### src/design/pcr_pkg.sv
// ---------------------------------------------------------------------------
// pcr_pkg: shared types and constants of the top-view point raster core
// widths of the bound, span and divider datapaths, register indexes, the
// request/response bundles between blocks and the jet color ramp
// ---------------------------------------------------------------------------
`default_nettype none

package pcr_pkg;

    // fixed point format of the coordinates
    localparam int FRAC_BITS      = 16;
    localparam int MAX_IMAGE_SIDE = 1024;

    localparam int COORD_W  = 32;              // input coordinate width
    localparam int DELTA_W  = COORD_W + 1;     // high - low of a bound pair
    localparam int WIDE_W   = COORD_W + 2;     // widened low bound and span
    localparam int DIFF_W   = COORD_W + 3;     // point minus widened low
    localparam int SIDE_W   = 11;              // image side register width
    localparam int PROD_W   = DIFF_W + SIDE_W + 1;
    localparam int T_FRAC_W = 16;              // fraction bits of the color parameter
    localparam int T_W      = T_FRAC_W + 1;
    localparam int PIX_W    = 10;
    localparam int COLOR_W  = 8;

    localparam int DIV_NUM_W = WIDE_W + T_FRAC_W;
    localparam int DIV_DEN_W = WIDE_W;

    localparam logic [DELTA_W-1:0] ONE_FX    = DELTA_W'(64'd1 << FRAC_BITS);
    localparam logic [DELTA_W-1:0] TINY_SPAN =
        DELTA_W'(((64'd1 << FRAC_BITS) + 64'd9999) / 64'd10000);
    // floor(n / 5) = (n * RECIP_FIVE) >> RECIP_SHIFT for any 32-bit n
    localparam logic [31:0] RECIP_FIVE  = 32'hCCCC_CCCD;
    localparam int          RECIP_SHIFT = 34;
    localparam logic [SIDE_W-1:0] SIDE_LIMIT =
        (MAX_IMAGE_SIDE > 2047) ? SIDE_W'(2047) : SIDE_W'(MAX_IMAGE_SIDE);
    localparam logic [T_W-1:0] T_ONE = T_W'(1 << T_FRAC_W);

    // configuration registers
    localparam int CFG_ADDR_W = 3;
    localparam int CFG_DATA_W = 32;
    localparam logic REG_IMAGE_WIDTH  = 1'b0;
    localparam logic REG_IMAGE_HEIGHT = 1'b1;
    localparam logic [SIDE_W-1:0] IMAGE_WIDTH_RESET  = SIDE_W'(360);
    localparam logic [SIDE_W-1:0] IMAGE_HEIGHT_RESET = SIDE_W'(280);

    // operation codes
    localparam logic OP_MEASURE = 1'b0;
    localparam logic OP_DRAW    = 1'b1;

    // jet ramp offsets per channel
    localparam logic [1:0] K_RED   = 2'd3;
    localparam logic [1:0] K_GREEN = 2'd2;
    localparam logic [1:0] K_BLUE  = 2'd1;

    typedef struct packed {
        logic                      en;
        logic                      start;
        logic                      valid;
        logic signed [COORD_W-1:0] x;
        logic signed [COORD_W-1:0] z;
    } meas_req_t;

    typedef struct packed {
        logic                      seen;
        logic signed [COORD_W-1:0] x_low;
        logic signed [COORD_W-1:0] x_high;
        logic signed [COORD_W-1:0] z_low;
        logic signed [COORD_W-1:0] z_high;
    } bounds_t;

    typedef struct packed {
        logic                 start;
        logic [DIV_NUM_W-1:0] dividend;
        logic [DIV_DEN_W-1:0] divisor;
    } div_req_t;

    typedef struct packed {
        logic                 done;
        logic [DIV_NUM_W-1:0] quotient;
    } div_rsp_t;

    // one channel of the jet ramp: clamp(1.5 - |4t - k|, 0, 1) * 255, truncated
    function automatic logic [COLOR_W-1:0] jet_channel(input logic [T_W-1:0] t,
                                                       input logic [1:0] k);
        logic signed [T_W+2:0] a;
        logic [T_W:0]          mag;
        logic signed [T_W+1:0] c;
        logic [T_W-1:0]        cc;
        logic [T_W+7:0]        p;
        a   = $signed({1'b0, t, 2'b00}) - $signed({1'b0, k, {T_FRAC_W{1'b0}}});
        mag = a[T_W+2] ? (T_W+1)'(-a) : (T_W+1)'(a);
        c   = (T_W+2)'(98304) - $signed({1'b0, mag});
        if (c[T_W+1])
            cc = '0;
        else if (c > $signed({1'b0, T_ONE}))
            cc = T_ONE;
        else
            cc = c[T_W-1:0];
        p = {cc, 8'b0} - {8'b0, cc};
        jet_channel = p[T_FRAC_W+COLOR_W-1:T_FRAC_W];
    endfunction

endpackage

`default_nettype wire

### src/design/pcr_div.sv
// ---------------------------------------------------------------------------
// pcr_div: shared iterative divider
// restoring unsigned division, one quotient bit per cycle, done pulse at end
// ---------------------------------------------------------------------------
`default_nettype none

module pcr_div (
    input  wire logic              clk,
    input  wire logic              rst_n,
    input  wire pcr_pkg::div_req_t req,
    output pcr_pkg::div_rsp_t      rsp
);

    localparam int NUM_W = pcr_pkg::DIV_NUM_W;
    localparam int DEN_W = pcr_pkg::DIV_DEN_W;
    localparam int CNT_W = $clog2(NUM_W + 1);

    logic [DEN_W-1:0] rem_reg, rem_next;
    logic [NUM_W-1:0] quo_reg, quo_next;
    logic [DEN_W-1:0] den_reg, den_next;
    logic [CNT_W-1:0] cnt_reg, cnt_next;
    logic             busy_reg, busy_next;
    logic             done_reg, done_next;

    logic [DEN_W:0]   shifted;
    logic [DEN_W+1:0] trial;
    logic             ge;

    assign shifted = {rem_reg, quo_reg[NUM_W-1]};
    assign trial   = {1'b0, shifted} - {2'b00, den_reg};
    assign ge      = ~trial[DEN_W+1];

    always_comb
    begin
        rem_next  = rem_reg;
        quo_next  = quo_reg;
        den_next  = den_reg;
        cnt_next  = cnt_reg;
        busy_next = busy_reg;
        done_next = 1'b0;
        if (req.start)
        begin
            rem_next  = '0;
            quo_next  = req.dividend;
            den_next  = req.divisor;
            cnt_next  = CNT_W'(NUM_W);
            busy_next = 1'b1;
        end
        else if (busy_reg)
        begin
            rem_next = ge ? trial[DEN_W-1:0] : shifted[DEN_W-1:0];
            quo_next = {quo_reg[NUM_W-2:0], ge};
            cnt_next = cnt_reg - CNT_W'(1);
            if (cnt_reg == CNT_W'(1))
            begin
                busy_next = 1'b0;
                done_next = 1'b1;
            end
        end
    end

    always_ff @(posedge clk or negedge rst_n)
    begin
        if (!rst_n)
        begin
            busy_reg <= 1'b0;
            done_reg <= 1'b0;
            cnt_reg  <= '0;
        end
        else
        begin
            busy_reg <= busy_next;
            done_reg <= done_next;
            cnt_reg  <= cnt_next;
        end
    end

    always_ff @(posedge clk)
    begin
        rem_reg <= rem_next;
        quo_reg <= quo_next;
        den_reg <= den_next;
    end

    assign rsp.done     = done_reg;
    assign rsp.quotient = quo_reg;

endmodule

`default_nettype wire

### src/design/pcr_bounds.sv
// ---------------------------------------------------------------------------
// pcr_bounds: bounding box tracker
// keeps min and max of x and z over the valid measure points of one cloud
// ---------------------------------------------------------------------------
`default_nettype none

module pcr_bounds (
    input  wire logic               clk,
    input  wire logic               rst_n,
    input  wire pcr_pkg::meas_req_t req,
    output pcr_pkg::bounds_t        bounds
);

    pcr_pkg::bounds_t bnd_reg, bnd_next;
    logic             seen_eff;

    assign seen_eff = bnd_reg.seen & ~req.start;

    always_comb
    begin
        bnd_next = bnd_reg;
        if (req.en)
        begin
            if (req.start)
                bnd_next = '0;
            if (req.valid)
            begin
                if (!seen_eff)
                begin
                    bnd_next.seen   = 1'b1;
                    bnd_next.x_low  = req.x;
                    bnd_next.x_high = req.x;
                    bnd_next.z_low  = req.z;
                    bnd_next.z_high = req.z;
                end
                else
                begin
                    if (req.x < bnd_reg.x_low)
                        bnd_next.x_low = req.x;
                    if (req.x > bnd_reg.x_high)
                        bnd_next.x_high = req.x;
                    if (req.z < bnd_reg.z_low)
                        bnd_next.z_low = req.z;
                    if (req.z > bnd_reg.z_high)
                        bnd_next.z_high = req.z;
                end
            end
        end
    end

    always_ff @(posedge clk or negedge rst_n)
    begin
        if (!rst_n)
            bnd_reg <= '0;
        else
            bnd_reg <= bnd_next;
    end

    assign bounds = bnd_reg;

endmodule

`default_nettype wire

### src/design/point_cloud_top_view_raster_core.sv
// ---------------------------------------------------------------------------
// point_cloud_top_view_raster_core: top-view raster of a point cloud
// measure pass tracks the bounding box, draw pass maps a point to one colored
// pixel through a sequencer around one shared iterative divider
// ---------------------------------------------------------------------------
// A measure request updates the bounding box register and leaves the sequencer
// idle. A draw request of a valid point after a measured cloud first forms the
// two 5 percent margins by a reciprocal multiply per axis, then runs up to
// three divisions on the shared restoring divider (the column, the row and the
// color parameter), with a product step ahead of the column and of the row
// division and an output step at the end; the input stays closed until the
// sequencer is back in idle. A point whose depth lies at or outside the edges
// of the widened z range skips the color division, a point that falls off the
// image ends after the row division, and an invalid point or a draw before any
// valid measure point leaves the sequencer idle and gives no pixel. A finished
// pixel waits in an output register while the next request is already taken;
// the output step stalls only while that register is still full.
`default_nettype none

module point_cloud_top_view_raster_core (
    input  wire logic        clk,
    input  wire logic        rst_n,
    // stream input
    input  wire logic        s_tvalid,
    output logic             s_tready,
    input  wire logic [63:0] s_tdata,   // x_coord[31:0], z_coord[63:32]
    input  wire logic [2:0]  s_tuser,   // operation[0], start_of_cloud[1], point_valid[2]
    // stream output
    output logic             m_tvalid,
    input  wire logic        m_tready,
    output logic [47:0]      m_tdata,   // pixel_x[9:0], pixel_y[19:10], red[27:20],
                                        // green[35:28], blue[43:36], zero[47:44]
    // configuration
    input  wire logic        psel,
    input  wire logic        penable,
    input  wire logic        pwrite,
    input  wire logic [pcr_pkg::CFG_ADDR_W-1:0] paddr,
    input  wire logic [pcr_pkg::CFG_DATA_W-1:0] pwdata,
    output logic [pcr_pkg::CFG_DATA_W-1:0]      prdata,
    output logic             pready
);

    localparam int COORD_W    = pcr_pkg::COORD_W;
    localparam int DELTA_W    = pcr_pkg::DELTA_W;
    localparam int WIDE_W     = pcr_pkg::WIDE_W;
    localparam int DIFF_W     = pcr_pkg::DIFF_W;
    localparam int SIDE_W     = pcr_pkg::SIDE_W;
    localparam int PROD_W     = pcr_pkg::PROD_W;
    localparam int T_W        = pcr_pkg::T_W;
    localparam int T_FRAC_W   = pcr_pkg::T_FRAC_W;
    localparam int PIX_W      = pcr_pkg::PIX_W;
    localparam int NUM_W      = pcr_pkg::DIV_NUM_W;
    localparam int MRG_IN_W   = DELTA_W - 2;
    localparam int MRG_PROD_W = MRG_IN_W + 32;

    typedef enum logic [13:0] {
        S_IDLE    = 14'b00000000000001,
        S_MX_GO   = 14'b00000000000010,
        S_MX_WAIT = 14'b00000000000100,
        S_MZ_GO   = 14'b00000000001000,
        S_MZ_WAIT = 14'b00000000010000,
        S_PX_MUL  = 14'b00000000100000,
        S_PX_GO   = 14'b00000001000000,
        S_PX_WAIT = 14'b00000010000000,
        S_PY_MUL  = 14'b00000100000000,
        S_PY_GO   = 14'b00001000000000,
        S_PY_WAIT = 14'b00010000000000,
        S_T_GO    = 14'b00100000000000,
        S_T_WAIT  = 14'b01000000000000,
        S_OUT     = 14'b10000000000000
    } state_t;

    state_t state_reg, state_next;

    logic [SIDE_W-1:0] width_reg, width_next;
    logic [SIDE_W-1:0] height_reg, height_next;

    logic signed [COORD_W-1:0] x_reg, x_next;
    logic signed [COORD_W-1:0] z_reg, z_next;
    logic signed [WIDE_W-1:0]  xl_reg, xl_next;
    logic signed [WIDE_W-1:0]  zl_reg, zl_next;
    logic [WIDE_W-1:0]         xs_reg, xs_next;
    logic [WIDE_W-1:0]         zs_reg, zs_next;
    logic signed [PROD_W-1:0]  prod_reg, prod_next;
    logic signed [DIFF_W-1:0]  dz_reg, dz_next;
    logic                      neg_reg, neg_next;
    logic                      drop_reg, drop_next;
    logic [PIX_W-1:0]          px_reg, px_next;
    logic [PIX_W-1:0]          py_reg, py_next;
    logic [T_W-1:0]            t_reg, t_next;
    logic [MRG_PROD_W-1:0]     mrg_prod_reg, mrg_prod_next;

    logic        m_valid_reg, m_valid_next;
    logic [47:0] m_data_reg, m_data_next;

    pcr_pkg::meas_req_t meas_req;
    pcr_pkg::bounds_t   bounds;
    pcr_pkg::div_req_t  div_req;
    pcr_pkg::div_rsp_t  div_rsp;

    logic              s_accept;
    logic              cfg_write;
    logic [SIDE_W-1:0] w_side, h_side, w_m1, h_m1;
    logic [DELTA_W-1:0] dx, dz, dmx, dmz, margin;
    logic [MRG_IN_W-1:0]   mrg_in;
    logic [MRG_PROD_W-1:0] mrg_prod;
    logic signed [DIFF_W-1:0] diff_x, diff_z;
    logic [PROD_W-1:0] prod_mag;
    logic              q_nonzero;
    logic              q_ge_side;
    logic [SIDE_W-1:0] side_sel;
    logic              out_free;

    // side clamp, side zero drops everything
    assign w_side = (width_reg > pcr_pkg::SIDE_LIMIT) ? pcr_pkg::SIDE_LIMIT : width_reg;
    assign h_side = (height_reg > pcr_pkg::SIDE_LIMIT) ? pcr_pkg::SIDE_LIMIT : height_reg;
    assign w_m1   = (w_side == '0) ? '0 : w_side - SIDE_W'(1);
    assign h_m1   = (h_side == '0) ? '0 : h_side - SIDE_W'(1);

    // bound spans, tiny span counts as 1.0 for the margin
    assign dx  = {bounds.x_high[COORD_W-1], bounds.x_high}
               - {bounds.x_low[COORD_W-1], bounds.x_low};
    assign dz  = {bounds.z_high[COORD_W-1], bounds.z_high}
               - {bounds.z_low[COORD_W-1], bounds.z_low};
    assign dmx = (dx < pcr_pkg::TINY_SPAN) ? pcr_pkg::ONE_FX : dx;
    assign dmz = (dz < pcr_pkg::TINY_SPAN) ? pcr_pkg::ONE_FX : dz;

    // margin = floor(d / 20) = floor((d >> 2) / 5), one shared reciprocal multiply
    assign mrg_in   = (state_reg == S_MX_GO) ? dmx[DELTA_W-1:2] : dmz[DELTA_W-1:2];
    assign mrg_prod = {32'b0, mrg_in} * {{MRG_IN_W{1'b0}}, pcr_pkg::RECIP_FIVE};
    assign margin   = DELTA_W'(mrg_prod_reg >> pcr_pkg::RECIP_SHIFT);

    assign diff_x = $signed({{(DIFF_W-COORD_W){x_reg[COORD_W-1]}}, x_reg})
                  - $signed({xl_reg[WIDE_W-1], xl_reg});
    assign diff_z = $signed({{(DIFF_W-COORD_W){z_reg[COORD_W-1]}}, z_reg})
                  - $signed({zl_reg[WIDE_W-1], zl_reg});

    assign prod_mag  = prod_reg[PROD_W-1] ? PROD_W'(-prod_reg) : PROD_W'(prod_reg);
    assign side_sel  = (state_reg == S_PX_WAIT) ? w_side : h_side;
    assign q_nonzero = (div_rsp.quotient != '0);
    assign q_ge_side = (div_rsp.quotient >= {{(NUM_W-SIDE_W){1'b0}}, side_sel});

    assign s_tready = (state_reg == S_IDLE);
    assign s_accept = s_tvalid & s_tready;
    assign out_free = ~m_valid_reg | m_tready;

    assign meas_req.en    = s_accept & (s_tuser[0] == pcr_pkg::OP_MEASURE);
    assign meas_req.start = s_tuser[1];
    assign meas_req.valid = s_tuser[2];
    assign meas_req.x     = s_tdata[31:0];
    assign meas_req.z     = s_tdata[63:32];

    pcr_bounds u_bounds (
        .clk    (clk),
        .rst_n  (rst_n),
        .req    (meas_req),
        .bounds (bounds)
    );

    pcr_div u_div (
        .clk   (clk),
        .rst_n (rst_n),
        .req   (div_req),
        .rsp   (div_rsp)
    );

    // divider operands by step
    always_comb
    begin
        div_req.start    = 1'b0;
        div_req.dividend = '0;
        div_req.divisor  = '0;
        unique case (state_reg)
            S_PX_GO:
            begin
                div_req.start    = 1'b1;
                div_req.dividend = NUM_W'(prod_mag);
                div_req.divisor  = xs_reg;
            end
            S_PY_GO:
            begin
                div_req.start    = 1'b1;
                div_req.dividend = NUM_W'(prod_mag);
                div_req.divisor  = zs_reg;
            end
            S_T_GO:
            begin
                div_req.start    = ~dz_reg[DIFF_W-1] & (dz_reg != '0)
                                 & (dz_reg[WIDE_W-1:0] < zs_reg);
                div_req.dividend = {dz_reg[WIDE_W-1:0], {T_FRAC_W{1'b0}}};
                div_req.divisor  = zs_reg;
            end
            default:
            begin
                div_req.start = 1'b0;
            end
        endcase
    end

    // sequencer
    always_comb
    begin
        state_next    = state_reg;
        x_next        = x_reg;
        z_next        = z_reg;
        xl_next       = xl_reg;
        zl_next       = zl_reg;
        xs_next       = xs_reg;
        zs_next       = zs_reg;
        prod_next     = prod_reg;
        dz_next       = dz_reg;
        neg_next      = neg_reg;
        drop_next     = drop_reg;
        px_next       = px_reg;
        py_next       = py_reg;
        t_next        = t_reg;
        mrg_prod_next = mrg_prod_reg;
        m_valid_next  = m_valid_reg & ~m_tready;
        m_data_next   = m_data_reg;
        unique case (state_reg)
            S_IDLE:
            begin
                if (s_accept && (s_tuser[0] == pcr_pkg::OP_DRAW)
                    && s_tuser[2] && bounds.seen)
                begin
                    x_next     = s_tdata[31:0];
                    z_next     = s_tdata[63:32];
                    state_next = S_MX_GO;
                end
            end
            S_MX_GO:
            begin
                mrg_prod_next = mrg_prod;
                state_next    = S_MX_WAIT;
            end
            S_MX_WAIT:
            begin
                xl_next = $signed({{(WIDE_W-COORD_W){bounds.x_low[COORD_W-1]}},
                                   bounds.x_low}) - $signed({1'b0, margin});
                xs_next = {1'b0, dx} + {margin, 1'b0};
                state_next = S_MZ_GO;
            end
            S_MZ_GO:
            begin
                mrg_prod_next = mrg_prod;
                state_next    = S_MZ_WAIT;
            end
            S_MZ_WAIT:
            begin
                zl_next = $signed({{(WIDE_W-COORD_W){bounds.z_low[COORD_W-1]}},
                                   bounds.z_low}) - $signed({1'b0, margin});
                zs_next = {1'b0, dz} + {margin, 1'b0};
                state_next = S_PX_MUL;
            end
            S_PX_MUL:
            begin
                prod_next  = diff_x * $signed({1'b0, w_m1});
                state_next = S_PX_GO;
            end
            S_PX_GO:
            begin
                neg_next   = prod_reg[PROD_W-1];
                state_next = S_PX_WAIT;
            end
            S_PX_WAIT:
            begin
                if (div_rsp.done)
                begin
                    // negative quotient below one truncates to column zero
                    drop_next  = (neg_reg & q_nonzero) | q_ge_side;
                    px_next    = div_rsp.quotient[PIX_W-1:0];
                    state_next = S_PY_MUL;
                end
            end
            S_PY_MUL:
            begin
                dz_next    = diff_z;
                prod_next  = diff_z * $signed({1'b0, h_m1});
                state_next = S_PY_GO;
            end
            S_PY_GO:
            begin
                neg_next   = prod_reg[PROD_W-1];
                state_next = S_PY_WAIT;
            end
            S_PY_WAIT:
            begin
                if (div_rsp.done)
                begin
                    py_next = div_rsp.quotient[PIX_W-1:0];
                    if (drop_reg | (neg_reg & q_nonzero) | q_ge_side)
                        state_next = S_IDLE;
                    else
                        state_next = S_T_GO;
                end
            end
            S_T_GO:
            begin
                if (dz_reg[DIFF_W-1] || (dz_reg == '0))
                begin
                    t_next     = '0;
                    state_next = S_OUT;
                end
                else if (dz_reg[WIDE_W-1:0] >= zs_reg)
                begin
                    t_next     = pcr_pkg::T_ONE;
                    state_next = S_OUT;
                end
                else
                    state_next = S_T_WAIT;
            end
            S_T_WAIT:
            begin
                if (div_rsp.done)
                begin
                    t_next     = div_rsp.quotient[T_W-1:0];
                    state_next = S_OUT;
                end
            end
            S_OUT:
            begin
                if (out_free)
                begin
                    m_valid_next = 1'b1;
                    m_data_next  = {4'b0000,
                                    pcr_pkg::jet_channel(t_reg, pcr_pkg::K_BLUE),
                                    pcr_pkg::jet_channel(t_reg, pcr_pkg::K_GREEN),
                                    pcr_pkg::jet_channel(t_reg, pcr_pkg::K_RED),
                                    py_reg, px_reg};
                    state_next   = S_IDLE;
                end
            end
            default:
                state_next = S_IDLE;
        endcase
    end

    // configuration registers
    assign pready    = 1'b1;
    assign cfg_write = psel & penable & pwrite;

    always_comb
    begin
        width_next  = width_reg;
        height_next = height_reg;
        if (cfg_write)
        begin
            unique case (paddr[2])
                pcr_pkg::REG_IMAGE_WIDTH:  width_next  = pwdata[SIDE_W-1:0];
                pcr_pkg::REG_IMAGE_HEIGHT: height_next = pwdata[SIDE_W-1:0];
                default:                   width_next  = width_reg;
            endcase
        end
    end

    always_comb
    begin
        unique case (paddr[2])
            pcr_pkg::REG_IMAGE_WIDTH:  prdata = pcr_pkg::CFG_DATA_W'(width_reg);
            pcr_pkg::REG_IMAGE_HEIGHT: prdata = pcr_pkg::CFG_DATA_W'(height_reg);
            default:                   prdata = '0;
        endcase
    end

    always_ff @(posedge clk or negedge rst_n)
    begin
        if (!rst_n)
        begin
            state_reg   <= S_IDLE;
            m_valid_reg <= 1'b0;
            width_reg   <= pcr_pkg::IMAGE_WIDTH_RESET;
            height_reg  <= pcr_pkg::IMAGE_HEIGHT_RESET;
            drop_reg    <= 1'b0;
        end
        else
        begin
            state_reg   <= state_next;
            m_valid_reg <= m_valid_next;
            width_reg   <= width_next;
            height_reg  <= height_next;
            drop_reg    <= drop_next;
        end
    end

    always_ff @(posedge clk)
    begin
        x_reg        <= x_next;
        z_reg        <= z_next;
        xl_reg       <= xl_next;
        zl_reg       <= zl_next;
        xs_reg       <= xs_next;
        zs_reg       <= zs_next;
        prod_reg     <= prod_next;
        dz_reg       <= dz_next;
        neg_reg      <= neg_next;
        px_reg       <= px_next;
        py_reg       <= py_next;
        t_reg        <= t_next;
        mrg_prod_reg <= mrg_prod_next;
        m_data_reg   <= m_data_next;
    end

    assign m_tvalid = m_valid_reg;
    assign m_tdata  = m_data_reg;

endmodule

`default_nettype wire
### config.mk
export PLATFORM = sky130hd
export DESIGN_NAME = point_cloud_top_view_raster_core
export DESIGN_NICKNAME = d
export VERILOG_FILES = /design/src/design/pcr_pkg.sv /design/src/design/pcr_div.sv /design/src/design/pcr_bounds.sv /design/src/design/point_cloud_top_view_raster_core.sv
export SDC_FILE = /design/constraint.sdc
export NUM_CORES = 2
export LEC_CHECK = 0
export ABC_AREA = 0
export BUFFER_PORTS_ARGS = -buffer_cell sky130_fd_sc_hd__buf_2
export CAP_MARGIN = 20
export CORE_ASPECT_RATIO = 1.4
export CORE_MARGIN = 5
export CORE_UTILIZATION = 35
export CTS_CLUSTER_DIAMETER = 100
export CTS_CLUSTER_SIZE = 20
export DETAILED_ROUTE_END_ITERATION = 6
export PLACE_DENSITY = 0.5
export SLEW_MARGIN = 25
export SYNTH_ARGS = -nofsm -noshare
export SYNTH_HDL_FRONTEND = slang
export SYNTH_SLANG_ARGS = --single-unit
export TNS_END_PERCENT = 10
### constraint.sdc
create_clock -name clk -period 12.64 [get_ports clk]
set_clock_uncertainty 0.2 [all_clocks]
set_input_delay 2.528 -clock clk [delete_from_list [all_inputs] [get_ports clk]]
set_output_delay 2.528 -clock clk [all_outputs]
set_load 0.005 [all_outputs]
==> results.md <==
* Status: finished, violations left
* Violated checks: DRC
* Worst r2r path cells at 43
* Hold wc startpoint: py_reg[0]
* Number of max-slew violations in the final report at 0
* Slowest CP cell: sky130_fd_sc_hd__fa_2
* Max-cap violations at 0
* Worst setup slack for register-to-register paths at approximately 0.46 ns
* Detailed-router iteration count before antenna repair at 7
* Met1 track utilization from global routing at about 23%
* Asr flop ratio synth at between 20 and 30%
* FP Rows at around 210
* Root Buffer Master: sky130_fd_sc_hd__clkbuf_16
* Global-route met2 utilization at roughly two fifths
* Cell accounting for the most synthesized area: sky130_fd_sc_hd__fa_1
* Number of storage elements in the synthesis netlist at around 700
* GRT Resource Usage Total at around 22%
* DR DRC count at 2
* Share of the synthesized area in the top cell type at between 20% and 30%
* Total CTS buffers at 42
* Horizontal extent of the die at about 430 um
* Data required time of the critical path at 12.96 ns
* Hold path endpoint: m_tdata[10]
* Flip-flop count of the largest register, all copies and words added at between 100 and 150
* Largest net degree at the start of global routing at 77
* Number of enable-type register cells in the synthesized netlist at around 470
* H-tree depth at 2
* RR Endpoint: mrg_prod_reg[62]
* Critical Path End Type: register
* Arrival time reported for the critical path endpoint at roughly 13 ns
* Hold violation total from the final report at 0
* Final WL at roughly 280000 um
* Layout Cell Area excl Fill at approximately 90000 um2
* Layout overhead on the synthesized area at 8.08%
* Total buffers and inverters traversed by the critical path at 7
* Crit start category: register
* Final-report setup violation count at 0
* WL per Instance at approximately 22 um
* Post-Syn Instances at ~9.3k
* Clock transition at the register clock pins on the worst setup and hold paths after CTS at about 0.09 ns
* Buffer levels on the longest clock path at 3
* Final weighted congestion in routability-driven placement at between 0.9 and 1
* CTS tree: yes
* Final Critical Period at ~12 ns
* RSZ-0062 raised after global routing: false
* Leading post-synthesis cells by cell area: sky130_fd_sc_hd__fa_1, sky130_fd_sc_hd__edfxtp_1, sky130_fd_sc_hd__ha_1
* Post-synth top flop: sky130_fd_sc_hd__edfxtp_1
* Die outline area at 253000 um2
* Sink Count at roughly 680
* Upper clock frequency limit at about 0.08 GHz
* Average footprint of a synthesized cell at 9.12 um2
* Quantity of I/O buffers inserted on ports at between 100 and 150
* Number of ports placed on the die boundary at around 190
* Actual slew at the worst max-slew pin at around 1.1 ns
* Wire length of the first global-routing pass at ~420000 um
* Remaining number of nets flagged by the antenna check after routing at 0
* Worst-skew pair later-pin latency at 0.67 ns
* End-of-flow core utilization at a little under two fifths
* Number of global-route vias before repair at about 70k
* Starting utilization of the core area at a little over a third
* Placed cell area at 90500 um2
* Number of antenna violations at the first check in global routing at 27
* Hold bufs inserted after CTS at 0
* Yosys warning total at 0
* Top Family by Delay on Critical Path: adder cells
* Setup TNS after final layout at 0 ns
* Share of the yosys chip area belonging to registers at 22.7%
* Floorplan core area at approximately 240000 um2
* CP max FO at 5
* Number of DRC markers after the initial detailed-route iteration at ~3.7k
* Worst min path class: register to register
* Most Frequent Cell on Critical Path: sky130_fd_sc_hd__inv_1
* Biggest cell delay along the critical path at 0.69 ns
* Combined area of all synthesized cells at between 80000 and 90000 um2
* Avg Vias per Cell at 5.18
* Aggregate global routing overflow at 0
* Final Cycle Share at a little over nine tenths
* Max-Slew Margin vs Limit at roughly 27%
* Placed wire-length estimate at approximately 230000 um
* Peak-usage layer in the global routing report: met2
* Height of the die at 593 um
* Total vias in the final route at around 66k
* Type of the setup path with the least slack: register to register
* FF-to-FF Start: u_bounds.bounds[100]
* Depth of the worst hold-timing path at 0
* Met3 Usage GRT at 1.59%
* Library cells used by synthesis at ~110
* Share of post-route cells with drive strength above 1 at 6.12%
* Final net count at about 11k
==> how the worst max path moves through the flow <==
stage               depth (start not counted)  slack [ns]                  from               end
floorplan                                  44        1.99  u_bounds.bounds[100]  mrg_prod_reg[62]
global placement                           44        0.29  u_bounds.bounds[100]  mrg_prod_reg[62]
detailed placement                         43        0.26  u_bounds.bounds[100]  mrg_prod_reg[62]
CTS                                        43        0.14  u_bounds.bounds[100]  mrg_prod_reg[62]
global route                               46       0.003    u_bounds.bounds[0]  mrg_prod_reg[57]
finish                                     43        0.46  u_bounds.bounds[100]  mrg_prod_reg[62]
==> per-layer routing <==
layer	routed length [um]	share of wire, %
met4	22600	8.2
met2	144000	52
met1	101000	37
met5	107	0.039
met3	8400	3.0
==> area by class of cell <==
type                    instances  area, um2
fillers                     24500     150000
multi-input cells            6786      59000
diodes                          9       22.5
repair buffers                337       2190
clock inverters                 8       90.1
clock buffers                  69       1260
inverters                    1602       6020
well taps                    3240       4050
flip-flops and latches        682      19300
==> synth_stat cells, types with 37 or more instances <==
library cell and number:
sky130_fd_sc_hd__and2_1 68, sky130_fd_sc_hd__nor3_1 132, sky130_fd_sc_hd__o31ai_1 37, sky130_fd_sc_hd__and3_1 52
sky130_fd_sc_hd__edfxtp_1 473, sky130_fd_sc_hd__a31oi_1 44, sky130_fd_sc_hd__o21a_1 69, sky130_fd_sc_hd__dfrtp_1 167
sky130_fd_sc_hd__inv_1 1596, sky130_fd_sc_hd__nand2_1 890, sky130_fd_sc_hd__a22o_1 130, sky130_fd_sc_hd__a211oi_1 53
sky130_fd_sc_hd__xor2_1 174, sky130_fd_sc_hd__nor4_1 58, sky130_fd_sc_hd__or2_2 40, sky130_fd_sc_hd__a21oi_1 437
sky130_fd_sc_hd__or3_1 64, sky130_fd_sc_hd__nand4_1 89, sky130_fd_sc_hd__ha_1 976, sky130_fd_sc_hd__a21o_1 224
sky130_fd_sc_hd__clkbuf_1 227, sky130_fd_sc_hd__mux2i_1 45, sky130_fd_sc_hd__xnor2_1 339, sky130_fd_sc_hd__o21ai_0 388
sky130_fd_sc_hd__mux2_2 37, sky130_fd_sc_hd__fa_1 885, sky130_fd_sc_hd__nand2b_1 99, sky130_fd_sc_hd__o21bai_1 54
sky130_fd_sc_hd__nor2_1 736, sky130_fd_sc_hd__nand3_1 139, sky130_fd_sc_hd__nor2b_1 93
==> repair_timing <==
action	4_1_cts	5_1_grt
endpoints found under the setup margin	0	11
resized for setup	0	11
setup buffers	0	2
==> placed cells by master, fill, tap and decap left out, drive strengths merged, types with 60 or more instances in the layout <==
master,netlist,routed
nor3,136,136
and2,69,69
fa,885,885
nand3,141,141
xnor2,339,339
nor2b,93,93
ha,976,976
a22o,130,130
xor2,174,174
inv,1596,1600
dfrtp,167,167
nand2,890,890
o21a,69,69
a21o,224,224
edfxtp,473,473
buf,53,336
nor2,736,736
a21oi,442,442
o21ai,417,417
nor4,60,60
nand2b,99,99
nand4,89,89
or3,64,64
clkbuf,227,70
==> stage by stage <==
stage	instances	worst slack, ns	hold WS (ns)
3_3_place_gp	12600	0.288	0.205
6_report	12700	0.465	0.216
5_1_grt	12700	0.00321	0.220
2_1_floorplan	9350	1.99	0.200
4_1_cts	12700	0.144	0.216
3_5_place_dp	12600	0.260	0.205
==> kinds of logic (layout without fill, tap and decap cells) <==
group | Yosys count | in the layout | share of synthesized area [%]
simple gates | 2560 | 2560 | 13.9
buf+inv | 1882 | 2016 | 8.45
fa+ha+maj | 1861 | 1861 | 35.2
compound gates | 1744 | 1744 | 13.5
flops | 682 | 682 | 22.7
xor+xnor | 513 | 513 | 5.28
mux | 82 | 82 | 1.02
other cells | 2 | 35 | 0.00883
Power is left out: the tool's default activity adds up to more than one toggle a clock period on the data nets, which glitch-free logic cannot reach.
